<file path="src/hdl/cte_pkg.sv">
// Shared constants, types and helpers for the CLUT texel expander.
// No dependencies; every other file in hdl/ takes names from here.
package cte_pkg;

   // Field widths of the channels
   localparam int OPCODE_W    = 2;
   localparam int ENTRY_W     = 8;
   localparam int WORD_W      = 16;
   localparam int CHAN_W      = 8;
   localparam int MODE_W      = 2;
   localparam int COUNT_W     = 9;
   localparam int CSR_INDEX_W = 1;
   localparam int CSR_DATA_W  = 9;

   // Palette store default depth
   localparam int PALETTE_DEPTH_DEFAULT = 256;

   // Command queue between front and back
   localparam int QUEUE_DEPTH = 4;
   localparam int QUEUE_AW    = $clog2(QUEUE_DEPTH);

   // Opcodes of the request word
   typedef enum logic [OPCODE_W-1:0] {
      OP_WRITE = 2'd0,
      OP_PIXEL = 2'd1,
      OP_CLEAR = 2'd2
   } opcode_type;

   // Pixel modes
   localparam logic [MODE_W-1:0] MODE_4BPP   = 2'd0;
   localparam logic [MODE_W-1:0] MODE_8BPP   = 2'd1;
   localparam logic [MODE_W-1:0] MODE_DIRECT = 2'd2;

   // Register indexes of the CSR port
   localparam logic [CSR_INDEX_W-1:0] REG_PIXEL_MODE    = 1'b0;
   localparam logic [CSR_INDEX_W-1:0] REG_PALETTE_COUNT = 1'b1;

   // Channel constants
   localparam logic [CHAN_W-1:0] ALPHA_OPAQUE = 8'hFF;
   localparam logic [CHAN_W-1:0] CHAN_ZERO    = 8'h00;

   // Classified commands carried by the queue
   typedef enum logic [1:0] {
      CMD_WRITE,
      CMD_PIXEL,
      CMD_CLEAR
   } cmd_type;

   typedef struct packed {
      cmd_type             cmd;
      logic                nibble;
      logic                direct;
      logic [1:0]          last_k;
      logic [ENTRY_W-1:0]  entry_index;
      logic [WORD_W-1:0]   data_word;
   } item_type;

   // Widen a 5-bit channel to 8 bits by replicating its top bits
   function automatic logic [CHAN_W-1:0] widen5(input logic [4:0] v);
      return {v, v[4:2]};
   endfunction

endpackage

</file>
<file path="src/hdl/cte_if.sv">
// Handshake channels of the CLUT texel expander: request, response and CSR write.
// Depends on cte_pkg for field widths.
interface cte_req_if;
   logic                           valid;
   logic                           ready;
   logic [cte_pkg::OPCODE_W-1:0]   opcode;
   logic [cte_pkg::ENTRY_W-1:0]    entry_index;
   logic [cte_pkg::WORD_W-1:0]     data_word;

   modport source (output valid, opcode, entry_index, data_word, input ready);
   modport sink   (input valid, opcode, entry_index, data_word, output ready);
endinterface


interface cte_csr_if;
   logic                             valid;
   logic                             ready;
   logic [cte_pkg::CSR_INDEX_W-1:0]  index;
   logic [cte_pkg::CSR_DATA_W-1:0]   data;

   modport source (output valid, index, data, input ready);
   modport sink   (input valid, index, data, output ready);
endinterface

</file>
<file path="src/hdl/cte_front.sv">
// Front end: CSR registers, request acceptance and command classification.
// Depends on cte_pkg and the channel interfaces in cte_if.sv.
module cte_front #(
   parameter int PALETTE_DEPTH = cte_pkg::PALETTE_DEPTH_DEFAULT
) (
   input  logic                          clock,
   input  logic                          reset,
   cte_req_if.sink                       req_chan,
   cte_csr_if.sink                       csr_chan,
   output logic                          push_valid,
   output cte_pkg::item_type             push_item,
   input  logic                          push_ready,
   output logic [cte_pkg::COUNT_W-1:0]   palette_count
);

   logic [cte_pkg::MODE_W-1:0]   mode_ff;
   logic [cte_pkg::MODE_W-1:0]   mode_in;
   logic [cte_pkg::COUNT_W-1:0]  count_ff;
   logic [cte_pkg::COUNT_W-1:0]  count_in;
   logic [cte_pkg::COUNT_W-1:0]  count_sat;

   // CSR writes are always taken
   assign csr_chan.ready = 1'b1;

   // Saturate the palette count to the store depth
   always_comb begin
      if (csr_chan.data > cte_pkg::COUNT_W'(PALETTE_DEPTH)) begin
         count_sat = cte_pkg::COUNT_W'(PALETTE_DEPTH);
      end else begin
         count_sat = csr_chan.data;
      end
   end

   // Decode the register write
   always_comb begin
      mode_in  = mode_ff;
      count_in = count_ff;
      if (csr_chan.valid) begin
         case (csr_chan.index)
            cte_pkg::REG_PIXEL_MODE: begin
               mode_in = csr_chan.data[cte_pkg::MODE_W-1:0];
            end
            cte_pkg::REG_PALETTE_COUNT: begin
               count_in = count_sat;
            end
            default: begin
               mode_in = mode_ff;
            end
         endcase
      end
   end

   always_ff @(posedge clock) begin
      if (reset) begin
         mode_ff  <= cte_pkg::MODE_DIRECT;
         count_ff <= '0;
      end else begin
         mode_ff  <= mode_in;
         count_ff <= count_in;
      end
   end

   assign palette_count = count_ff;

   // Stall the request side only when the queue is full
   assign req_chan.ready = push_ready;

   // Classify the word; unknown opcodes are taken and dropped
   always_comb begin
      push_item.entry_index = req_chan.entry_index;
      push_item.data_word   = req_chan.data_word;
      push_item.nibble      = 1'b0;
      push_item.direct      = 1'b0;
      push_item.last_k      = 2'd0;
      push_item.cmd         = cte_pkg::CMD_WRITE;
      push_valid            = 1'b0;
      case (cte_pkg::opcode_type'(req_chan.opcode))
         cte_pkg::OP_WRITE: begin
            push_item.cmd = cte_pkg::CMD_WRITE;
            push_valid    = req_chan.valid;
         end
         cte_pkg::OP_PIXEL: begin
            push_item.cmd = cte_pkg::CMD_PIXEL;
            push_valid    = req_chan.valid;
         end
         cte_pkg::OP_CLEAR: begin
            push_item.cmd = cte_pkg::CMD_CLEAR;
            push_valid    = req_chan.valid;
         end
         default: begin
            push_valid = 1'b0;
         end
      endcase
      // Texels per halfword follow the pixel mode
      case (mode_ff)
         cte_pkg::MODE_4BPP: begin
            push_item.nibble = 1'b1;
            push_item.last_k = 2'd3;
         end
         cte_pkg::MODE_8BPP: begin
            push_item.last_k = 2'd1;
         end
         default: begin
            push_item.direct = 1'b1;
         end
      endcase
   end

endmodule

</file>
<file path="src/flat_wrapper.sv">
// flat-port wrapper written by rule: the top's interface ports become plain ports
module cte_front_flat 
#(
   parameter int PALETTE_DEPTH = cte_pkg::PALETTE_DEPTH_DEFAULT
)
  (clock, reset, push_valid, push_item, push_ready, palette_count, req_chan_valid, req_chan_opcode, req_chan_entry_index, req_chan_data_word, req_chan_ready, csr_chan_valid, csr_chan_index, csr_chan_data, csr_chan_ready);
  cte_req_if req_chan_i ();
  cte_csr_if csr_chan_i ();
  input  logic clock;
  input  logic reset;
  output logic push_valid;
  output cte_pkg::item_type push_item;
  input  logic push_ready;
  output logic [cte_pkg::COUNT_W-1:0] palette_count;
  input wire logic [$bits(req_chan_i.valid)-1:0] req_chan_valid;
  input wire logic [$bits(req_chan_i.opcode)-1:0] req_chan_opcode;
  input wire logic [$bits(req_chan_i.entry_index)-1:0] req_chan_entry_index;
  input wire logic [$bits(req_chan_i.data_word)-1:0] req_chan_data_word;
  output wire logic [$bits(req_chan_i.ready)-1:0] req_chan_ready;
  input wire logic [$bits(csr_chan_i.valid)-1:0] csr_chan_valid;
  input wire logic [$bits(csr_chan_i.index)-1:0] csr_chan_index;
  input wire logic [$bits(csr_chan_i.data)-1:0] csr_chan_data;
  output wire logic [$bits(csr_chan_i.ready)-1:0] csr_chan_ready;
  assign req_chan_i.valid = req_chan_valid;
  assign req_chan_i.opcode = req_chan_opcode;
  assign req_chan_i.entry_index = req_chan_entry_index;
  assign req_chan_i.data_word = req_chan_data_word;
  assign req_chan_ready = req_chan_i.ready;
  assign csr_chan_i.valid = csr_chan_valid;
  assign csr_chan_i.index = csr_chan_index;
  assign csr_chan_i.data = csr_chan_data;
  assign csr_chan_ready = csr_chan_i.ready;
  cte_front #(.PALETTE_DEPTH(PALETTE_DEPTH)) u_core (.clock(clock), .reset(reset), .req_chan(req_chan_i), .csr_chan(csr_chan_i), .push_valid(push_valid), .push_item(push_item), .push_ready(push_ready), .palette_count(palette_count));
endmodule
</file>
<file path="config.mk">
export PLATFORM = sky130hd
export DESIGN_NAME = cte_front_flat
export DESIGN_NICKNAME = d
export VERILOG_FILES = /design/src/hdl/cte_pkg.sv /design/src/hdl/cte_if.sv /design/src/hdl/cte_front.sv /design/src/flat_wrapper.sv
export SDC_FILE = /design/constraint.sdc
export NUM_CORES = 1
export LEC_CHECK = 0
export BUFFER_PORTS_ARGS = -buffer_cell sky130_fd_sc_hd__buf_2
export CAP_MARGIN = 20
export CELL_PAD_IN_SITES_DETAIL_PLACEMENT = 1
export CELL_PAD_IN_SITES_GLOBAL_PLACEMENT = 1
export CORE_MARGIN = 1.5
export CORE_UTILIZATION = 20
export CTS_BUF_LIST = sky130_fd_sc_hd__clkbuf_4
export DETAILED_ROUTE_END_ITERATION = 16
export PLACE_DENSITY = 0.91
export SYNTH_ARGS = -nofsm -noshare
export SYNTH_HDL_FRONTEND = slang
export SYNTH_SLANG_ARGS = --single-unit
</file>
<file path="constraint.sdc">
create_clock -name clock -period 1 [get_ports clock]
set_clock_uncertainty 0.05 [all_clocks]
set_input_delay 0.2 -clock clock [delete_from_list [all_inputs] [get_ports clock]]
set_output_delay 0.2 -clock clock [all_outputs]
set_load 0.1 [all_outputs]
</file>
; Yosys cells after proc, flatten, opt, wreduce, memory -nomap -nowiden
; Index checks and enable logic that the tools add are counted.
[word_totals]
ff_bits = 11
wordCells = 19
[op_classes]
n_lt_le_gt_ge = 1
n_eq_ne = 3
mux = 6
bitwise_logic = 1
reduce_logical = 6
[ops]
columns = op, count
row1 = 9-bit > comparator (second input constant), 1
row2 = 9-bit two-way mux, 1
row3 = 2-bit case mux with 2 select lines, 2
row4 = 2-bit by 1-bit equality test with 1-bit output (second input constant), 2
row5 = 2-bit zero test, 2
row6 = 2-bit AND reduction, 2
row7 = 1-bit two-way mux, 3
row8 = 3-bit OR reduction, 1
row9 = 2-bit equality test (second input constant), 1
row10 = 2-bit OR reduction, 1
row11 = 1-bit NOT, 1

; Depth between registers and ports, before layout
; Gate-level depths: netlist of the first run.
[depth]
depth_word = 3
ltp_mapped = 4
mapped_depth_nobuf = 3

; Worst setup path before layout of the first run
; OpenSTA, ideal clock, no wires.
[synth_path]
path_kind = input-to-output
startpoint = in req_chan_valid
endpoint = out push_valid
t_arrival_ps = 2389
required_ps = 750
setup_slack_ps = -1639
cell_stages = 1
n_path_buf = 0
cell_sequence = a21boi_0
[synth_between]
elab_chain_len = 1
[synth_rtl]
columns = item, line
row1 = from (decl), flat_wrapper.sv:15  ; input wire logic [$bits(req_chan_i.valid)-1:0] req_chan_valid;
row2 = 1-bit two-way mux, cte_front.sv:77  ; case (cte_pkg::opcode_type'(req_chan.opcode))
row3 = to (decl), flat_wrapper.sv:11  ; output logic push_valid;
; Every way passes these cells.

==> qor_table.md, run 1 <==
| Result | This run |
|---|---|
| Worst-path cell with the longest stage delay | dfxtp_4 |
| CTS sink count | 11 |
| Share of cells above drive strength 1 | 0.6559 |
| Via count of the first global-routing pass | 546 |
| Total of fill cells in the finished design | 363 |
| Total of max-cap violations | 0 |
| Pre-CTS setup slack | 16.45 ps |
| CTS Hold Buffers Added | 0 |
| Average wire length per cell after detail routing | 12.26 µm |
| Horiz. Die Dim | 61.07 µm |
| HPWL Detailed | 1.392 mm |
| Max-slew violation count | 0 |
| Number of buffer and inverter stages on the critical path | 1 |
| Max Buffers Root-to-Sink | 2 |
| Period Utilization, post-route | 1.219 |
| Hold depth | 2 |
| Area used by multi-input combinational logic | 254.0 µm² |
| Proportion of power drawn by flip-flops and latches | 0.377 |
| Arrival time at the worst endpoint | 970 ps |
| Number of H-tree branching levels | 1 |
| Longest individual stage delay on the worst path | 360 ps |
| Maximum number of pins on one net before global-route repair | 12 |
| Port Buffers | 31 |
| Synthesized netlist net count | 122 |
| TritonCTS clock tree | yes |
| Worst reg2reg setup slack | 90 ps |
| Combinational share of power | 0.388 |
| # DRC | 0 |
| Internal Pwr Total | 0.7768 mW |
| Share of synthesized area spent on multiplexers | 0.01484 |
| Status | complete, but fails checks |
| Type of destination of the critical path | output pin |
| Clock tree root buffer cell | clkbuf_4 |
| Power density over the cells | 1211 nW/µm² |
| Cell area reported after detailed placement | 955.9 µm² |
| Remaining antenna violation count | 0 |
| Mapped cell area | 674.4 µm² |
| Peak ir drop on the vdd network | 459.6 µV |
| Die boundary height | 61.07 µm |
| Post-layout utilization of the core | 0.3308 |
| # nets final | 135 |
| Post-Syn Area per Cell | 8.326 µm² |
| Routed vias | 572 |
| Largest fanout on the critical path | 3 |
| Startpoint types | flop |
| Min-Delay Endpoint | u_core.mode_ff[1] |
| Switching Share | 0.3801 |
| Clock-pin slew reported for the worst setup and hold paths after clock tree synthesis | 70 ps |
| CP Depth | 2 |
| Gate count of the mapped netlist | 81 |
| Proportion of power drawn by the clock network | 0.235 |
| Number of search-and-repair iterations in the first detailed-routing pass | 1 |
| Fin worst setup slack | -218.9 ps |
| Starting DRT DRC Count | 0 |
| Leak Pwr | 0.4283 nW |
| Worst path top cell family by delay | flip-flops |
| Number of unique standard cell types used by synthesis | 17 |
| Worst Reg2Reg Path Length in Cells | 3 |
| Maximum clock frequency | 820.4 MHz |
| Source of the worst hold timing path | csr_chan_data[1] |
| Final total negative setup slack | -1124 ps |
| Capturing point of the worst reg2reg path | u_core.mode_ff[1] |
| Number of hold violations in the final report | 0 |
| Core footprint | 3128 µm² |
| Sequential cell area | 239.0 µm² |
| Unrepaired setup endpoints after global routing | true |
| Part of the Yosys area used for sequential elements | 0.3265 |
| Largest family of logic cells by synthesized area | buffers and inverters |
| Layout Cell Area excl Fill | 1035 µm² |
| Initial antenna violation count | 0 |
| Number of top-level pins | 83 |
| Final hold slack | 125.4 ps |
| Per-cell via count in the routed design | 4.175 |
| Worst min path class | input port to flop |
| Adder-cell area share of the yosys netlist | 0 |
| GP Congestion | 0.6626 |
| Type of the worst setup path | flop to output pin |
| Effective utilization at floorplan | 0.2156 |
| Number of clock buffers inserted by TritonCTS | 3 |
| Most used cells in the layout excluding fill and tap cells | buf_12, buf_2, nand2_1, a21oi_1, dfxtp_2 |
| Critical path launch point | u_core.mode_ff[1] |
| Failing checks | setup timing |
| Synth-to-Final Area Change | 53.43% |
| Clock Latency Late Sink | 260 ps |
| Standard-cell row count | 20 |
| Routed wire length | 1.679 mm |
| Endpoints failing setup | 13 |
| Simple-gate portion of the synthesized area | 0.2263 |
| Switching component of the power | 0.4763 mW |
| All-Layer GR Usage | 0.09458 |
| Synth Area in Compound Gates | 0.09091 |
| Global-route wire length before repair | 2.546 mm |
| Overflow after GRT | 0 |
| Total number of yosys warnings | 0 |
| ANT cells | 0 |
| Yosys reg bits | 11 |
| Total die area | 3730 µm² |
| Reg-to-reg critical path startpoint | u_core.mode_ff[1] |
| XOR/XNOR share of the synthesized area | 0 |
| Period minus WS final | 1219 ps |
| Required time worst endpoint | 750 ps |
| Ordered cell list for the critical path | nor2_4 -> buf_12 |
| Most common library cell in the layout ignoring fill and taps | buf_12 |
==> metrics by stage <==
stage                     instances  total power, mW
final                           137            1.253
after detailed placement        127           0.9628
after CTS                       133            1.266
after global placement          127           0.9528
after global routing            137            1.317
after floorplan                  81            1.263
==> final cells by class <==
| class | instances | share of cell area |
|---|---|---|
| clock inverters | 1 | 0.004837 |
| clock buffers | 3 | 0.02177 |
| well taps | 44 | 0.05320 |
| repair buffers | 39 | 0.4401 |
| inverters | 1 | 0.003628 |
| multi-input cells | 38 | 0.2455 |
| flip-flops and latches | 11 | 0.2310 |
==> worst max-delay path by stage <==
stage / end / slack (ps)
finish: push_item[25] / -220
global route: push_item[25] / -260
CTS: push_item[25] / -230
detailed placement: u_core.mode_ff[1] / 20
global placement: u_core.mode_ff[1] / 40
floorplan: push_item[27] / -360
==> registers in the layout, summed over array words and instances, names as in the netlist <==
signal / cells
u_core.palette_count: 9
u_core.mode_ff: 2
==> power groups by stage <==
stage          Sequential (mW)  Clock [mW]  Combinational, mW
2_1_floorplan            0.559           0              0.704
3_3_place_gp             0.486           0              0.467
5_1_grt                  0.474       0.337              0.506
4_1_cts                  0.474       0.309              0.483
6_report                 0.472       0.295              0.486
3_5_place_dp             0.487           0              0.476
==> metal layers <==
metal,vias up,wire [µm],GRT usage,part of all wire
li1,264,-,-,-
met1,277,615,0.1027,0.37
met2,25,886,0.1702,0.53
met3,6,158,0.02731,0.094
met4,0,19,0.04037,0.011
met5,-,0,0,0
==> synthesized netlist by cell type <==
cell       n  area share
buf_4     28        0.31
nor2b_1    2       0.019
nor2b_2    1       0.013
conb_1     1      0.0056
a21oi_1    9       0.067
nor2_1     3       0.017
a211o_1    1       0.013
buf_2      1      0.0074
nand2_4    1       0.017
mux2i_1    1       0.015
a21boi_0   1       0.011
clkbuf_1   2       0.011
nand4b_1   8        0.10
nand3_1    1      0.0074
dfxtp_1   11        0.33
inv_2      1      0.0056
nand2_1    9       0.050
==> cell families (layout without fill, tap and decap cells) <==
family	after synthesis	in the layout
other	1	1
and+or+nand+nor	25	25
DFF	11	11
AOI/OAI and AO/OA	11	11
buffers and inverters	32	44
muxes	1	1
==> worst register-to-register path, stage by stage (launching register included) <==
cell,delay (ps)
dfxtp_4,360
inv_2,80
nor2_1,50
a211o_1,260
==> timing repair <==
item	CTS	global route
setup endpoints to repair	13	13
resized for setup	1	2
gates cloned	0	0
setup buffers	2	4
pin swaps	1	0
Note: power is estimated with default switching activity, not from simulation.
==> run 2: changes to the inputs <==
--- a/config.mk
+++ b/config.mk
@@ -5,6 +5,7 @@
 export SDC_FILE = /design/constraint.sdc
 export NUM_CORES = 1
 export LEC_CHECK = 0
+export ABC_AREA = 1
 export BUFFER_PORTS_ARGS = -buffer_cell sky130_fd_sc_hd__buf_2
 export CAP_MARGIN = 20
 export CELL_PAD_IN_SITES_DETAIL_PLACEMENT = 1
@@ -13,7 +14,8 @@
 export CORE_UTILIZATION = 20
 export CTS_BUF_LIST = sky130_fd_sc_hd__clkbuf_4
 export DETAILED_ROUTE_END_ITERATION = 16
-export PLACE_DENSITY = 0.91
+export GPL_TIMING_DRIVEN = 0
+export PLACE_DENSITY = 0.92
 export SYNTH_ARGS = -nofsm -noshare
 export SYNTH_HDL_FRONTEND = slang
 export SYNTH_SLANG_ARGS = --single-unit
==> constraint.sdc (replaced) <==
create_clock -name clock -period 1.4 [get_ports clock]
set_clock_uncertainty 0.05 [all_clocks]
set_input_delay 0.28 -clock clock [delete_from_list [all_inputs] [get_ports clock]]
set_output_delay 0.28 -clock clock [all_outputs]
set_load 0.1 [all_outputs]
==> qor_table.md, run 2 <==
| Result | This run |
|---|---|
| All-Layer GR Usage | 0.1081 |
| Worst path top cell family by delay | buffers and inverters |
| Largest fanout on the critical path | 2 |
| Type of destination of the critical path | output pin |
| Layout Cell Area excl Fill | 1121 µm² |
| Routed vias | 767 |
| Horiz. Die Dim | 61.18 µm |
| Arrival time at the worst endpoint | 1030 ps |
| Period Utilization, post-route | 0.9681 |
| Initial antenna violation count | 0 |
| CTS sink count | 11 |
| Capturing point of the worst reg2reg path | u_core.mode_ff[0] |
| Cell types with the highest counts after synthesis | buf_4, nand2_1, dfxtp_1, nor2_1, o21ai_0 |
| Most common library cell in the layout ignoring fill and taps | buf_2 |
| Worst min path class | input port to flop |
| Cell area reported after detailed placement | 1054 µm² |
| Worst reg2reg setup slack | 680 ps |
| Required time worst endpoint | 1070 ps |
| Period minus WS final | 1355 ps |
| Standard-cell row count | 20 |
| Number of top-level pins | 83 |
| Proportion of power drawn by flip-flops and latches | 0.262 |
| FFs w/ async S/R, synth | 0 |
| Effective utilization at floorplan | 0.2164 |
| Number of flip-flops in the largest register | 9 |
| Core footprint | 3128 µm² |
| Maximum number of pins on one net before global-route repair | 11 |
| Synth-to-Final Area Change | 65.62% |
| HPWL Detailed | 1.642 mm |
| Total of max-cap violations | 0 |
| Part of the Yosys area used for sequential elements | 0.3253 |
| Maximum clock frequency | 737.8 MHz |
| Via count of the first global-routing pass | 691 |
| Number of H-tree branching levels | 1 |
| # nets final | 195 |
| Remaining antenna violation count | 0 |
| Number of enable-type register cells in the synthesized netlist | 0 |
| Type of the worst setup path | flop to output pin |
| Yosys top cell by area | dfxtp_1 |
| CTS Hold Buffers Added | 0 |
| Starting DRT DRC Count | 7 |
| Power density over the cells | 1175 nW/µm² |
| Clock tree root buffer cell | clkbuf_4 |
| Longest individual stage delay on the worst path | 430 ps |
| Final total negative setup slack | 0 ps |
| Clock Latency Late Sink | 260 ps |
| Share of cells above drive strength 1 | 0.6209 |
| Number of buffer and inverter stages on the critical path | 1 |
| Synthesized netlist net count | 134 |
| Destination of the critical timing path | palette_count[4] |
| Routed wire length | 1.987 mm |
| Number of hold violations in the final report | 0 |
| Worst Reg2Reg Path Length in Cells | 2 |
| Peak ir drop on the vdd network | 332.5 µV |
| Worst-path cell with the longest stage delay | buf_2 |
| Yosys reg bits | 11 |
| CP Depth | 1 |
| # DRC | 0 |
| Setup bufs post-CTS | 0 |
| Internal Pwr Total | 0.6131 mW |
| Total of fill cells in the finished design | 421 |
| Endpoints failing setup | 0 |
| Max Buffers Root-to-Sink | 2 |
| GP Congestion | 0.6822 |
| Leak Pwr | 0.6136 nW |
| Max-slew violation count | 0 |
| Gate count of the mapped netlist | 93 |
| Switching component of the power | 0.7038 mW |
| Combinational share of power | 0.561 |
| Proportion of power drawn by the clock network | 0.177 |
| Top cell type's share of synthesized area | 0.3253 |
| Critical path launch point | u_core.palette_count[4] |
| Total die area | 3742 µm² |
| Reg-to-reg critical path startpoint | u_core.mode_ff[0] |
| Most used cells in the layout excluding fill and tap cells | buf_2, buf_4, nand2_1 |
| Global-route wire length before repair | 2.994 mm |
| Switching Share | 0.5344 |
| Status | completed |
| Ordered cell list for the critical path | buf_2 |
| Top FF cell, synth | dfxtp_1 |
| TritonCTS clock tree | yes |
| Post-Syn Area per Cell | 7.278 µm² |
| Mapped cell area | 676.9 µm² |
| Number of search-and-repair iterations in the first detailed-routing pass | 2 |
| Top-count cell post-synth | buf_4 |
| ANT cells | 0 |
| Die boundary height | 61.18 µm |
| Per-cell via count in the routed design | 3.893 |
| Startpoint types | flop |
| Area contributors post-synth | dfxtp_1, buf_4, o21ai_0 |
| Overflow after GRT | 0 |
| Port Buffers | 56 |
| Final hold slack | 221.4 ps |
| Total number of yosys warnings | 0 |
| Average wire length per cell after detail routing | 10.09 µm |
| Number of clock buffers inserted by TritonCTS | 3 |
| Clock-pin slew reported for the worst setup and hold paths after clock tree synthesis | 70 ps |
| Unrepaired setup endpoints after global routing | false |
| Number of unique standard cell types used by synthesis | 13 |
| Post-layout utilization of the core | 0.3584 |
run 2: changes by cell type after synthesis, sizes merged, moves of 2 or more:
| cell | before | now |
|---|---|---|
| inv | 1 | 6 |
| nand2 | 10 | 12 |
| nand4b | 8 | 0 |
| nor2 | 3 | 11 |
| nor2b | 3 | 0 |
| o21ai | 0 | 11 |
run 2: kinds of logic (layout without fill, tap and decap cells):
family	Yosys count	count (layout)	share of synthesized area
flops	11	11	0.3253
simple gates	24	24	0.1349
buf+inv	36	96	0.3549
other cells	1	1	0.005540
compound gates	21	21	0.1793
run 2: area by class of cell:
| type | instances | area, µm² | share of cell area |
|---|---|---|---|
| multi-input combinational | 46 | 242.7 | 0.2165 |
| inverter | 6 | 22.52 | 0.02009 |
| buffer | 30 | 231.5 | 0.2065 |
| tap | 44 | 55.05 | 0.04911 |
| timing repair buffer | 56 | 317.8 | 0.2835 |
| clock buffer | 4 | 30.03 | 0.02679 |
| sequential | 11 | 221.5 | 0.1975 |
run 2: worst min path at each step:
stage / from / end / slack, ps / depth (start not counted)
global placement: u_core.palette_count[8] / u_core.palette_count[8] / 410 / 2
global route: csr_chan_data[5] / u_core.palette_count[5] / 210 / 3
floorplan: csr_chan_data[1] / u_core.mode_ff[1] / 360 / 2
detailed placement: u_core.palette_count[8] / u_core.palette_count[8] / 440 / 2
CTS: csr_chan_data[5] / u_core.palette_count[5] / 220 / 3
finish: csr_chan_data[5] / u_core.palette_count[5] / 220 / 3
run 2: stage by stage:
step | setup WS, ps | power, mW | instances
global placement | 106.3 | 1.070 | 193
finish | 44.61 | 1.317 | 197
detailed placement | 97.82 | 1.077 | 193
floorplan | -92.87 | 0.9753 | 93
global route | 2.012 | 1.381 | 197
CTS | 18.97 | 1.322 | 197
run 2: timing repair:
item | in CTS | in global routing
setup endpoints to repair | 4 | 5
resized for setup | 5 | 5
endpoints found under the hold margin | 0 | 0
run 2: metal layers:
metal,GRT usage,wire (µm),vias to the layer above,share of wire
li1,-,-,384,-
met1,0.1132,712,342,0.36
met2,0.2021,1068,39,0.54
met3,0.03361,197,2,0.099
met4,0.03727,8,0,0.0040
met5,0,0,-,0
run 2: power by group through the flow:
stage | registers [mW] | logic, mW | clock network [mW]
finish | 0.345 | 0.739 | 0.233
global route | 0.349 | 0.765 | 0.267
CTS | 0.345 | 0.737 | 0.240
detailed placement | 0.353 | 0.725 | 0
global placement | 0.351 | 0.719 | 0
floorplan | 0.469 | 0.506 | 0
