===== src/hdl/cte_pkg.sv =====
// Shared constants, types and helpers for the CLUT texel expander.
// No dependencies; every other file in hdl/ takes names from here.
package cte_pkg;

   // Field widths of the channels
   localparam int OPCODE_W    = 2;
   localparam int ENTRY_W     = 8;
   localparam int WORD_W      = 16;
   localparam int CHAN_W      = 8;
   localparam int MODE_W      = 2;
   localparam int COUNT_W     = 9;
   localparam int CSR_INDEX_W = 1;
   localparam int CSR_DATA_W  = 9;

   // Palette store default depth
   localparam int PALETTE_DEPTH_DEFAULT = 256;

   // Command queue between front and back
   localparam int QUEUE_DEPTH = 4;
   localparam int QUEUE_AW    = $clog2(QUEUE_DEPTH);

   // Opcodes of the request word
   typedef enum logic [OPCODE_W-1:0] {
      OP_WRITE = 2'd0,
      OP_PIXEL = 2'd1,
      OP_CLEAR = 2'd2
   } opcode_type;

   // Pixel modes
   localparam logic [MODE_W-1:0] MODE_4BPP   = 2'd0;
   localparam logic [MODE_W-1:0] MODE_8BPP   = 2'd1;
   localparam logic [MODE_W-1:0] MODE_DIRECT = 2'd2;

   // Register indexes of the CSR port
   localparam logic [CSR_INDEX_W-1:0] REG_PIXEL_MODE    = 1'b0;
   localparam logic [CSR_INDEX_W-1:0] REG_PALETTE_COUNT = 1'b1;

   // Channel constants
   localparam logic [CHAN_W-1:0] ALPHA_OPAQUE = 8'hFF;
   localparam logic [CHAN_W-1:0] CHAN_ZERO    = 8'h00;

   // Classified commands carried by the queue
   typedef enum logic [1:0] {
      CMD_WRITE,
      CMD_PIXEL,
      CMD_CLEAR
   } cmd_type;

   typedef struct packed {
      cmd_type             cmd;
      logic                nibble;
      logic                direct;
      logic [1:0]          last_k;
      logic [ENTRY_W-1:0]  entry_index;
      logic [WORD_W-1:0]   data_word;
   } item_type;

   // Widen a 5-bit channel to 8 bits by replicating its top bits
   function automatic logic [CHAN_W-1:0] widen5(input logic [4:0] v);
      return {v, v[4:2]};
   endfunction

endpackage


===== src/hdl/cte_queue.sv =====
// Short command queue decoupling the front end from the texel back end.
// Depends on cte_pkg for the item type and queue depth.
module cte_queue (
   input  logic                clock,
   input  logic                reset,
   input  logic                push_valid,
   input  cte_pkg::item_type   push_item,
   output logic                push_ready,
   output logic                pop_valid,
   output cte_pkg::item_type   pop_item,
   input  logic                pop_ready
);

   cte_pkg::item_type                entries_ff [cte_pkg::QUEUE_DEPTH];
   logic [cte_pkg::QUEUE_AW-1:0]     wr_ptr_ff;
   logic [cte_pkg::QUEUE_AW-1:0]     wr_ptr_in;
   logic [cte_pkg::QUEUE_AW-1:0]     rd_ptr_ff;
   logic [cte_pkg::QUEUE_AW-1:0]     rd_ptr_in;
   logic [cte_pkg::QUEUE_AW:0]       fill_ff;
   logic [cte_pkg::QUEUE_AW:0]       fill_in;
   logic                             do_push;
   logic                             do_pop;

   assign push_ready = (fill_ff != (cte_pkg::QUEUE_AW+1)'(cte_pkg::QUEUE_DEPTH));
   assign pop_valid  = (fill_ff != '0);
   assign pop_item   = entries_ff[rd_ptr_ff];

   assign do_push = push_valid && push_ready;
   assign do_pop  = pop_valid && pop_ready;

   // Advance pointers and fill level
   always_comb begin
      wr_ptr_in = do_push ? wr_ptr_ff + 1'b1 : wr_ptr_ff;
      rd_ptr_in = do_pop  ? rd_ptr_ff + 1'b1 : rd_ptr_ff;
      fill_in   = fill_ff;
      if (do_push && !do_pop) begin
         fill_in = fill_ff + 1'b1;
      end else if (do_pop && !do_push) begin
         fill_in = fill_ff - 1'b1;
      end
   end

   always_ff @(posedge clock) begin
      if (reset) begin
         wr_ptr_ff <= '0;
         rd_ptr_ff <= '0;
         fill_ff   <= '0;
      end else begin
         wr_ptr_ff <= wr_ptr_in;
         rd_ptr_ff <= rd_ptr_in;
         fill_ff   <= fill_in;
      end
   end

   // Hold the word in its slot
   always_ff @(posedge clock) begin
      if (do_push) begin
         entries_ff[wr_ptr_ff] <= push_item;
      end
   end

endmodule


===== config.mk =====
export PLATFORM = sky130hd
export DESIGN_NAME = cte_queue
export DESIGN_NICKNAME = d
export VERILOG_FILES = /design/src/hdl/cte_pkg.sv /design/src/hdl/cte_queue.sv
export SDC_FILE = /design/constraint.sdc
export NUM_CORES = 1
export LEC_CHECK = 0
export BUFFER_PORTS_ARGS = -buffer_cell sky130_fd_sc_hd__buf_2
export CAP_MARGIN = 20
export CORE_MARGIN = 4
export CORE_UTILIZATION = 41
export DETAILED_ROUTE_END_ITERATION = 7
export GPL_TIMING_DRIVEN = 1
export PLACE_DENSITY = 0.66
export SYNTH_ARGS = -nofsm -noshare
export SYNTH_HDL_FRONTEND = slang
export SYNTH_SLANG_ARGS = --single-unit

===== constraint.sdc =====
create_clock -name clock -period 2.4 [get_ports clock]
set_input_delay 0.12 -clock clock [delete_from_list [all_inputs] [get_ports clock]]
set_output_delay 0.12 -clock clock [all_outputs]
set_load 0.005 [all_outputs]

* Word-level counts from Yosys, hierarchy flattened
Memory sizes are Yosys's and may differ from the RTL's. A register that Yosys moved wholly into a read port is not among the register bits.
Index checks and enable logic that the tools add are counted.
** Word-level totals
- Bits in registers :: 7
- RAM bits :: 120
- Word-level logic and storage cells :: 23
- Memories kept :: 1
** Operators by class
- Add/sub/neg operators :: 4
- Equality and inequality tests :: 1
- Muxes and demuxes :: 6
- Reduce and logical (&&, ||, !) cells :: 8
** Memory list
- entries_ff :: depth 4, width 30, rd ports 1, clocked after memory_dff 1, wr ports 1, line cte_queue.sv:14 : cte_pkg::item_type entries_ff [cte_pkg::QUEUE_DEPTH];
** Operators with widths (number)
- 2-to-1 mux 3 bit :: 2
- adder 2 x 1 -> 2 bit (second input constant) :: 2
- logical AND 1 bit :: 4
- 2-to-1 mux 2 bit :: 2
- adder 3 x 1 -> 3 bit (second input constant) :: 1
- inequality test 3 bit (second input constant) :: 1
- nonzero test 3 bit :: 1
- subtractor 3 x 1 -> 3 bit (second input constant) :: 1
- zero test 1 bit :: 2
- 2-to-1 mux 1 bit :: 2
- nonzero test 2 bit :: 1

* Logic depth before layout (Yosys ltp)
Gate-level depths: netlist of run 1.
- Depth in word-level cells :: 6
- Mapped depth :: 8
- Mapped depth without buffers :: 8

* Worst setup path before layout of run 1
No wires, ideal clock.
- Path kind :: flip-flop to flip-flop
- Start point :: register fill_ff[0] in the netlist's numbering
- End point :: register fill_ff[2] in the netlist's numbering
- Setup time :: 70 ps
- Arrival :: 1939 ps
- Required time :: 2330 ps
- Slack :: 391 ps
- Stages on the path, launching flop included :: 9
- Buffers on the path :: 0
- Period minus slack after synthesis :: 2009 ps
- Cells stage by stage :: dfxtp_1 > nor2_2 > a21boi_4 > ha_1 > inv_1 > fa_1 > xor2_1 > or3_1 > a21oi_1
** On the way
- Longest elaborated chain between the ends :: 5
- Elaborated cells on any way between the ends :: 13
- Classes of those cells :: 2 x add/sub; 1 x eq/ne; 2 x mux; 8 x reduce/logical
** RTL lines
- start: declaration :: line cte_queue.sv:19 : logic [cte_pkg::QUEUE_AW:0] fill_ff;
- start signal: assignment :: line cte_queue.sv:51 : fill_ff <= fill_in;
- inequality test 3 bit (*) :: line cte_queue.sv:24 : assign push_ready = (fill_ff != (cte_pkg::QUEUE_AW+1)'(cte_pkg::QUEUE_DEPTH));
- logical AND 1 bit (*) :: line cte_queue.sv:28 : assign do_push = push_valid && push_ready;
- via do_push :: line cte_queue.sv:21 : logic do_push;
- zero test 1 bit :: line cte_queue.sv:38 : end else if (do_pop && !do_push) begin
- logical AND 1 bit :: line cte_queue.sv:38
- nonzero test 2 bit (no line)
Mark *: on every way through the listed nets, which the timed path passes. The rest lies on a longest branch. The select of a mux whose other input is x is not followed.
A chain may end at the register's enable or synchronous reset.

* Worst setup path after layout of run 1
Ends and elaborated chain as after synthesis.

==> results of run 1 <==
## placed cells by master, fill, tap and decap left out, types with 4 or more instances in the layout
cell	synthesis	routed
edfxtp_1	120	120
buf_2	3	65
dlygate4sd3_1	0	31
mux4_2	30	30
clkbuf_16	0	17
nor2_1	7	7
dfxtp_1	9	7
clkinvlp_4	0	6
buf_4	0	6
ha_1	5	5
and2_2	0	4
xor2_1	4	4
## cells in the mapped netlist
library cell  number
edfxtp_1         120
inv_1              3
o21ai_0            1
clkbuf_1           1
o311ai_1           1
or3_1              2
buf_6              3
a21boi_4           1
xor2_1             4
nor2_2             1
ha_1               5
buf_2              3
o31ai_2            1
mux2_4             1
and2_1             4
dfxtp_1            9
nand2_1            1
mux2i_1            2
mux4_2            30
nor2_1             7
a21oi_1            1
fa_1               1
nand2b_1           2
## power breakdown
part | switching (mW) | internal [mW]
Sequential | 0.118 | 2.74
Combinational | 0.623 | 0.758
Clock | 0.952 | 1.32
## repair_timing
| action | CTS | global route |
|---|---|---|
| setup buffers | 0 | 0 |
| hold buffers | 31 | 0 |
| endpoints found under the hold margin | 123 | 0 |
## metal layers
metal,wire [um],up-vias
met5,0,-
met4,84,0
met3,444,10
met2,4300,64
met1,3530,1170
li1,-,1085
## state kept, by name (all words and copies together), names as in the netlist, named ones only
signal / cells
fill_ff: 3
rd_ptr_ff: 2
entries_ff: 120
wr_ptr_ff: 2
## stage by stage
stage,hold WS [ns],worst slack [ns]
5_1_grt,0.101,0.0590
2_1_floorplan,0.219,0.391
4_1_cts,0.0847,0.163
3_5_place_dp,0.338,0.178
6_report,0.0978,0.190
3_3_place_gp,0.334,0.285
## area by class of cell
class | instances | area [um^2] | area share
clock buffers | 17 | 425 | 0.0683
clock inverters | 15 | 113 | 0.0181
inverters | 3 | 11.3 | 0.00181
multi-input cells | 65 | 970 | 0.156
flip-flops and latches | 129 | 3790 | 0.608
well taps | 143 | 179 | 0.0287
repair buffers | 105 | 741 | 0.119
## worst paths after layout
path,startpoint,end,slack [ns],cells after the start
worst max-delay path,fill_ff[0]$_SDFFE_PP0P_,fill_ff[2]$_SDFFE_PP0P_,0.19,8
worst min-delay path,pop_ready,rd_ptr_ff[0]$_SDFFE_PP0P_,0.1,4
worst max register to register,fill_ff[0]$_SDFFE_PP0P_,fill_ff[2]$_SDFFE_PP0P_,0.19,8
worst min register to register,wr_ptr_ff[1]$_SDFFE_PP0P_,wr_ptr_ff[1]$_SDFFE_PP0P_,0.53,2
## worst min-delay path, delay by kind of cell
family	cells	cell delay (ns)
AOI/OAI and AO/OA	1	0.07
xor gates and xnor gates	1	0.09
and+or+nand+nor	1	0.07
buffers and inverters	1	0.11
## logic make-up after synthesis
family,share of synthesized area
flops,0.786
compound gates,0.0104
fa+ha+maj,0.0172
xor+xnor,0.00728
simple gates,0.0179
buf+inv,0.0133
mux,0.148
==> flow_metrics.env, run 1 <==
export IMPL_status="completed"
export IMPL_worst_pin_slew_ns=0.520
export IMPL_ant_nets=0
export IMPL_remaining_drc_errors=0
export IMPL_p_total_mw=6.51
export IMPL_drt_initial_drc_count=81
export IMPL_crit_arrival_ns=2.55
export IMPL_endpoint_kind="flip-flop"
export IMPL_cts_root_buf="clkbuf_16"
export IMPL_grtUsageMet3=0.0492
export IMPL_h_tree_depth=4
export IMPL_crit_buf_inv=1
export IMPL_finalNonFillerCells=477
export IMPL_required_ns=2.74
export IMPL_coreArea_um2=11500
export IMPL_n_fill_cell=896
export IMPL_path_max_fanout=7
export IMPL_setup_tns_ns=0
export IMPL_crit_type="reg2reg"
export IMPL_num_vias=2329
export IMPL_syn_mean_instance_area_um2=23.6
export IMPL_crit_family="adder cells"
export IMPL_period_share=0.921
export IMPL_tritoncts="yes"
export IMPL_clk_pin_slew_ns=0.06
export IMPL_initial_core_util=0.420
export IMPL_dieHeight_um=116
export IMPL_viasPerCell=4.88
export IMPL_syn_inst=204
export IMPL_gp_congestion=0.730
export IMPL_grt_max_degree=31
export IMPL_layout_drive_gt1_share=0.437
export IMPL_rsz0062_at_grt="no"
export IMPL_synth_top_area_frac=0.749
export IMPL_syn_nets=244
export IMPL_synth_seq_cells=129
export IMPL_place_area_um2=5380
export IMPL_leakage_nw=2.17
export IMPL_ir_drop_uv=604
export IMPL_grt_use_met1=0.167
export IMPL_netlist_area_um2=4810
export IMPL_relSlewSlack=0.653
export IMPL_avgRoutedWirePerCell_um=17.5
export IMPL_maxSlewViolCount=0
export IMPL_clock_sinks=129
export IMPL_numCtsBuffers=17
export IMPL_ys_seq_area_frac=0.786
export IMPL_fp_dieW_um=116
export IMPL_finalNetCount=361
export IMPL_cts_path_max_buffers=2
export IMPL_setup_violations_final=0
export IMPL_grt_pass1_vias=2478
export IMPL_fmax_mhz=452
export IMPL_period_needed_ns=2.21
export IMPL_powerDensity_nw_per_um2=1050
export IMPL_grt_pass1_wl_mm=13.4
export IMPL_startpoint_type="flip-flop"
export IMPL_area_growth_pct=29.4
export IMPL_drt_wl_total_mm=8.36
export IMPL_use_met2=0.225
export IMPL_cpPeakStageDelay_ns=0.48
export IMPL_core_rowCount=39
export IMPL_yosys_warnings=0
export IMPL_antenna_cells=0
export IMPL_cp_cell_sequence="nor2_2 -> a21boi_4 -> ha_1 -> inv_1 -> fa_1 -> xor2_1 -> or3_1 -> a21oi_1"
export IMPL_grt_overflow_total=0
export IMPL_skew_ns=0.00757
export IMPL_dp_cells=414
export IMPL_synth_top_area_cell="edfxtp_1"
export IMPL_cp_slowest_cell="dfxtp_1"
export IMPL_design_area_um2=6220
export IMPL_drt_pass1_iterations=6
export IMPL_synth_cell_types=23
export IMPL_max_cap_viol_count=0
export IMPL_fin_util=0.543
export IMPL_grt_busiest_layer="met2"
export IMPL_synth_area_leaders="edfxtp_1 75%, mux4_2 14%, dfxtp_1 3.7%"
export IMPL_grt_usage=0.136
export IMPL_place_port_buffers=65
export IMPL_ios=66
export IMPL_hold_class="in2reg"
export IMPL_antenna_found_initial=0
export IMPL_finalHoldViolations=0
export IMPL_die_area_um2=13500
export IMPL_dp_hpwl_mm=5.22
export IMPL_clock_latency_ns=0.41
export IMPL_cts_resized=0
No activity file was read; power rests on OpenSTA's default activity.
==> run 2: changes to the inputs <==
--- a/config.mk
+++ b/config.mk
@@ -9,6 +9,7 @@
 export CAP_MARGIN = 20
 export CORE_MARGIN = 4
 export CORE_UTILIZATION = 41
+export CTS_BUF_LIST = sky130_fd_sc_hd__clkbuf_8
 export DETAILED_ROUTE_END_ITERATION = 7
 export GPL_TIMING_DRIVEN = 1
 export PLACE_DENSITY = 0.66
==> run 2 against run 1 <==
Against the previous run: fmax about the same; cell count unchanged; sequential power barely moved; clock skew increased by 0.0033 ns; count of clock-buffer cells in the layout unchanged; core utilization decreased by 1.7 points; critical path depth unchanged; total power shrank 11%; flip-flop and latch count stayed put; combinational power about the same; non-clock buffer count did not move; worst setup slack worse by 0.0017 ns; largest cell class unchanged; highest routed layer unchanged.
==> flow_metrics.env, run 2 (synthesis results as in run 1) <==
export IMPL_crit_arrival_ns=2.57
export IMPL_n_fill_cell=931
export IMPL_antenna_cells=0
export IMPL_initial_core_util=0.420
export IMPL_avgRoutedWirePerCell_um=17.5
export IMPL_clock_sinks=129
export IMPL_max_cap_viol_count=0
export IMPL_remaining_drc_errors=0
export IMPL_finalNetCount=361
export IMPL_clock_latency_ns=0.43
export IMPL_design_area_um2=6030
export IMPL_pre_cts_ws_ns=0.178
export IMPL_layout_commonest_cell="edfxtp_1"
export IMPL_drt_wl_total_mm=8.35
export IMPL_worst_slack_ns=0.188
export IMPL_numCtsBuffers=17
export IMPL_place_area_um2=5380
export IMPL_core_rowCount=39
export IMPL_grt_pass1_wl_mm=13.3
export IMPL_antenna_found_initial=0
export IMPL_grt_pass1_vias=2486
export IMPL_grt_max_degree=31
export IMPL_dieHeight_um=116
export IMPL_layout_common_cells="120 x edfxtp_1, 65 x buf_2, 31 x dlygate4sd3_1"
export IMPL_cts_root_buf="clkbuf_8"
export IMPL_coreArea_um2=11500
export IMPL_hold_class="in2reg"
export IMPL_rsz0062_at_grt="no"
export IMPL_ir_drop_uv=374
export IMPL_cts_path_max_buffers=2
export IMPL_endpoint_kind="flip-flop"
export IMPL_dp_hpwl_mm=5.22
export IMPL_layout_drive_gt1_share=0.437
export IMPL_seqCellArea_um2=3790
export IMPL_finalHoldViolations=0
export IMPL_relSlewSlack=0.655
export IMPL_period_share=0.922
export IMPL_startpoint_type="flip-flop"
export IMPL_drt_initial_drc_count=69
export IMPL_top_regs="entries_ff: 120 flops, fill_ff: 3 flops"
export IMPL_powerDensity_nw_per_um2=963
export IMPL_p_total_mw=5.81
export IMPL_skew_ns=0.0108
export IMPL_grt_overflow_total=0
export IMPL_multi_input_area_um2=970
export IMPL_ios=66
export IMPL_path_max_fanout=7
export IMPL_viasPerCell=4.86
export IMPL_h_tree_depth=4
export IMPL_ant_nets=0
export IMPL_maxSlewViolCount=0
export IMPL_area_growth_pct=25.4
export IMPL_grt_usage=0.135
export IMPL_clk_pin_slew_ns=0.07
export IMPL_period_needed_ns=2.21
export IMPL_place_port_buffers=65
export IMPL_fmax_mhz=452
export IMPL_worst_pin_slew_ns=0.518
export IMPL_largest_reg_flops=120
export IMPL_fp_dieW_um=116
export IMPL_die_area_um2=13500
export IMPL_crit_type="reg2reg"
export IMPL_status="completed"
export IMPL_num_vias=2318
export IMPL_fin_util=0.526
export IMPL_tritoncts="yes"
export IMPL_setup_violations_final=0
export IMPL_setup_tns_ns=0
export IMPL_regMostFlops="entries_ff"
export IMPL_gp_congestion=0.730
export IMPL_drt_pass1_iterations=4
export IMPL_required_ns=2.76
export IMPL_leakage_nw=2.08
export IMPL_cts_setup_buffers=0
## run 2: cell types whose count changed in the layout (fill, tap and decap cells not counted)
cell / change
clkbuf_16: -17
clkbuf_8: +17
## run 2: layout make-up
| type | instances | area share |
|---|---|---|
| Sequential cell | 129 | 0.628 |
| Timing Repair Buffer | 105 | 0.123 |
| Tap cell | 143 | 0.0297 |
| Clock inverter | 15 | 0.0187 |
| Multi-Input combinational cell | 65 | 0.161 |
| Inverter | 3 | 0.00187 |
| Clock buffer | 17 | 0.0388 |
## run 2: metrics by stage
step,std cells,hold slack (ns)
floorplan,204,0.219
global placement,414,0.334
detailed placement,414,0.338
CTS,477,0.0551
global route,477,0.0712
finish,477,0.0777
## run 2: final timing paths
kind / from / to / slack [ns] / depth (start not counted)
hold / removal: pop_ready / rd_ptr_ff[0]$_SDFFE_PP0P_ / 0.08 / 4
setup reg to reg: fill_ff[0]$_SDFFE_PP0P_ / fill_ff[2]$_SDFFE_PP0P_ / 0.19 / 8
hold reg to reg: wr_ptr_ff[1]$_SDFFE_PP0P_ / wr_ptr_ff[1]$_SDFFE_PP0P_ / 0.52 / 2
setup / recovery: fill_ff[0]$_SDFFE_PP0P_ / fill_ff[2]$_SDFFE_PP0P_ / 0.19 / 8
## run 2: routing by layer
layer  up-vias  GRT usage  wire length [um]
li1       1078          -                 -
met1      1172      0.166              3530
met2        56      0.224              4300
met3        12     0.0399               396
met4         0     0.0580               125
met5         -          0                 0
## run 2: repair_timing
action | in CTS | in global routing
hold endpoints to repair | 127 | 0
hold buffers | 31 | 0
gates resized for setup | 0 | 0
## run 2: where the power goes
part / internal (mW) / switching [mW] / total (mW)
Sequential: 2.73 / 0.118 / 2.85
Clock: 0.718 / 0.859 / 1.58
Combinational: 0.758 / 0.625 / 1.38
Total: 4.21 / 1.60 / 5.81
## run 2: worst max-delay path, cell delays in order, from the launching register on
cell	delay (ns)
dfxtp_1	0.49
nor2_2	0.09
a21boi_4	0.27
ha_1	0.24
inv_1	0.06
fa_1	0.37
xor2_1	0.18
or3_1	0.30
a21oi_1	0.14
==> run 3: changes to the inputs <==
--- a/config.mk
+++ b/config.mk
@@ -13,6 +13,7 @@
 export DETAILED_ROUTE_END_ITERATION = 7
 export GPL_TIMING_DRIVEN = 1
 export PLACE_DENSITY = 0.66
+export RECOVER_POWER = 100
 export SYNTH_ARGS = -nofsm -noshare
 export SYNTH_HDL_FRONTEND = slang
 export SYNTH_SLANG_ARGS = --single-unit
==> run 3 against run 2 <==
Against the previous run: combinational power decreased by 4%; core utilization down 0.77 points; die area did not move; count of clock-buffer cells in the layout unchanged; clock power about the same; cell count did not move; largest cell class unchanged; highest routed layer unchanged.
==> flow_metrics.env, run 3 (synthesis results as in run 1) <==
export IMPL_layout_commonest_cell="edfxtp_1"
export IMPL_layout_common_cells="120 x edfxtp_1, 44 x clkbuf_1, 31 x dlygate4sd3_1"
export IMPL_skew_ns=0.00775
export IMPL_powerDensity_nw_per_um2=965
export IMPL_dieHeight_um=116
export IMPL_h_tree_depth=4
export IMPL_finalNetCount=361
export IMPL_cp_slowest_cell="dfxtp_1"
export IMPL_pre_cts_ws_ns=0.178
export IMPL_avgRoutedWirePerCell_um=17.4
export IMPL_fp_dieW_um=116
export IMPL_highest_layer="met4"
export IMPL_worst_slack_ns=0.184
export IMPL_hold_class="in2reg"
export IMPL_ant_nets=0
export IMPL_cts_path_max_buffers=2
export IMPL_rsz0062_at_grt="no"
export IMPL_drt_initial_drc_count=68
export IMPL_regMostFlops="entries_ff"
export IMPL_crit_buf_inv=1
export IMPL_drt_wl_total_mm=8.31
export IMPL_setup_tns_ns=0
export IMPL_remaining_drc_errors=0
export IMPL_endpoint_kind="flip-flop"
export IMPL_cp_cell_sequence="nor2_1 -> a21boi_4 -> ha_1 -> inv_1 -> fa_1 -> xor2_1 -> or3_1 -> a21oi_1"
export IMPL_startpoint_type="flip-flop"
export IMPL_n_fill_cell=952
export IMPL_grt_usage=0.135
export IMPL_numCtsBuffers=17
export IMPL_status="completed"
export IMPL_die_area_um2=13500
export IMPL_maxSlewViolCount=0
export IMPL_grt_max_degree=31
export IMPL_largest_reg_flops=120
export IMPL_clock_latency_ns=0.43
export IMPL_grt_overflow_total=0
export IMPL_antenna_found_initial=0
export IMPL_met1_length_mm=3.52
export IMPL_drt_pass1_iterations=4
export IMPL_dp_hpwl_mm=5.22
export IMPL_initial_core_util=0.420
export IMPL_timing_hold_ws_ns=0.100
export IMPL_wl_met3_um=396
export IMPL_worst_pin_slew_ns=0.767
export IMPL_path_max_fanout=7
export IMPL_finalHoldViolations=0
export IMPL_layout_drive_gt1_share=0.290
export IMPL_area_growth_pct=23.5
export IMPL_clock_sinks=129
export IMPL_relSlewSlack=0.489
export IMPL_fmax_mhz=451
export IMPL_viasPerCell=4.82
export IMPL_antenna_cells=0
export IMPL_r2r_setup_slack_ns=0.18
export IMPL_crit_type="reg2reg"
export IMPL_tritoncts="yes"
export IMPL_num_vias=2300
export IMPL_gp_congestion=0.730
export IMPL_grt_pass1_wl_mm=13.3
export IMPL_required_ns=2.76
export IMPL_leakage_nw=1.95
export IMPL_ir_drop_uv=369
export IMPL_period_share=0.924
export IMPL_crit_family="adder cells"
export IMPL_cpPeakStageDelay_ns=0.46
export IMPL_wl_met2_mm=4.29
export IMPL_clk_pin_slew_ns=0.07
export IMPL_crit_arrival_ns=2.58
export IMPL_top_regs="entries_ff: 120 flops, fill_ff: 3 flops"
export IMPL_grt_pass1_vias=2486
export IMPL_period_needed_ns=2.22
export IMPL_max_cap_viol_count=0
export IMPL_ios=66
export IMPL_setup_violations_final=0
export IMPL_cts_root_buf="clkbuf_8"
export IMPL_cts_setup_buffers=0
export IMPL_core_rowCount=39
export IMPL_dp_cells=414
export IMPL_finalNonFillerCells=477
export IMPL_coreArea_um2=11500
export IMPL_place_port_buffers=65
==> run 3: cell types whose count changed in the layout (fill, tap and decap cells not counted), moves of 2 or more <==
cell and change:
clkbuf_1 +44, clkbuf_2 +4, and2_1 +2, buf_2 -44, and2_2 -2, buf_4 -4
==> run 3: repair_timing <==
action,CTS,global route
endpoints found under the hold margin,127,0
gates resized for setup,0,0
hold buffers,31,0
==> run 3: path summary, 6_finish.rpt <==
kind | start | endpoint | cells after the start
max reg2reg | fill_ff[0]$_SDFFE_PP0P_ | fill_ff[2]$_SDFFE_PP0P_ | 8
min reg2reg | wr_ptr_ff[1]$_SDFFE_PP0P_ | wr_ptr_ff[1]$_SDFFE_PP0P_ | 2
max | fill_ff[0]$_SDFFE_PP0P_ | fill_ff[2]$_SDFFE_PP0P_ | 8
min | pop_ready | rd_ptr_ff[0]$_SDFFE_PP0P_ | 4
==> run 3: power by group <==
part	switching (mW)	total, mW	internal [mW]
clock network	0.861	1.58	0.718
registers	0.108	2.84	2.73
logic	0.626	1.32	0.690
==> run 3: layout make-up <==
cell class,instances,area (um^2),area share
Clock buffer,17,234,0.0394
Timing Repair Buffer,105,663,0.112
Inverter,3,11.3,0.00189
Tap cell,143,179,0.0301
Sequential cell,129,3780,0.637
Clock inverter,15,113,0.0189
Multi-Input combinational cell,65,960,0.161
==> run 3: worst reg2reg max path, cell delays in order, from the launching register on <==
cell and delay, ns:
dfxtp_1 0.46, nor2_1 0.13, a21boi_4 0.27, ha_1 0.24, inv_1 0.07, fa_1 0.37
xor2_1 0.18, or3_1 0.30, a21oi_1 0.14
==> run 3: stage by stage <==
step	power, mW	cell area, um^2	util
final	5.74	5940	0.518
after global routing	6.07	5940	0.518
after CTS	5.91	6030	0.526
after detailed placement	4.30	5380	0.469
after global placement	4.26	5380	0.469
after floorplan	3.75	4810	-
==> run 3: layer usage <==
| metal | global-route usage | vias up |
|---|---|---|
| li1 | - | 1075 |
| met1 | 0.166 | 1159 |
| met2 | 0.224 | 55 |
| met3 | 0.0399 | 11 |
| met4 | 0.0580 | 0 |
| met5 | 0 | - |
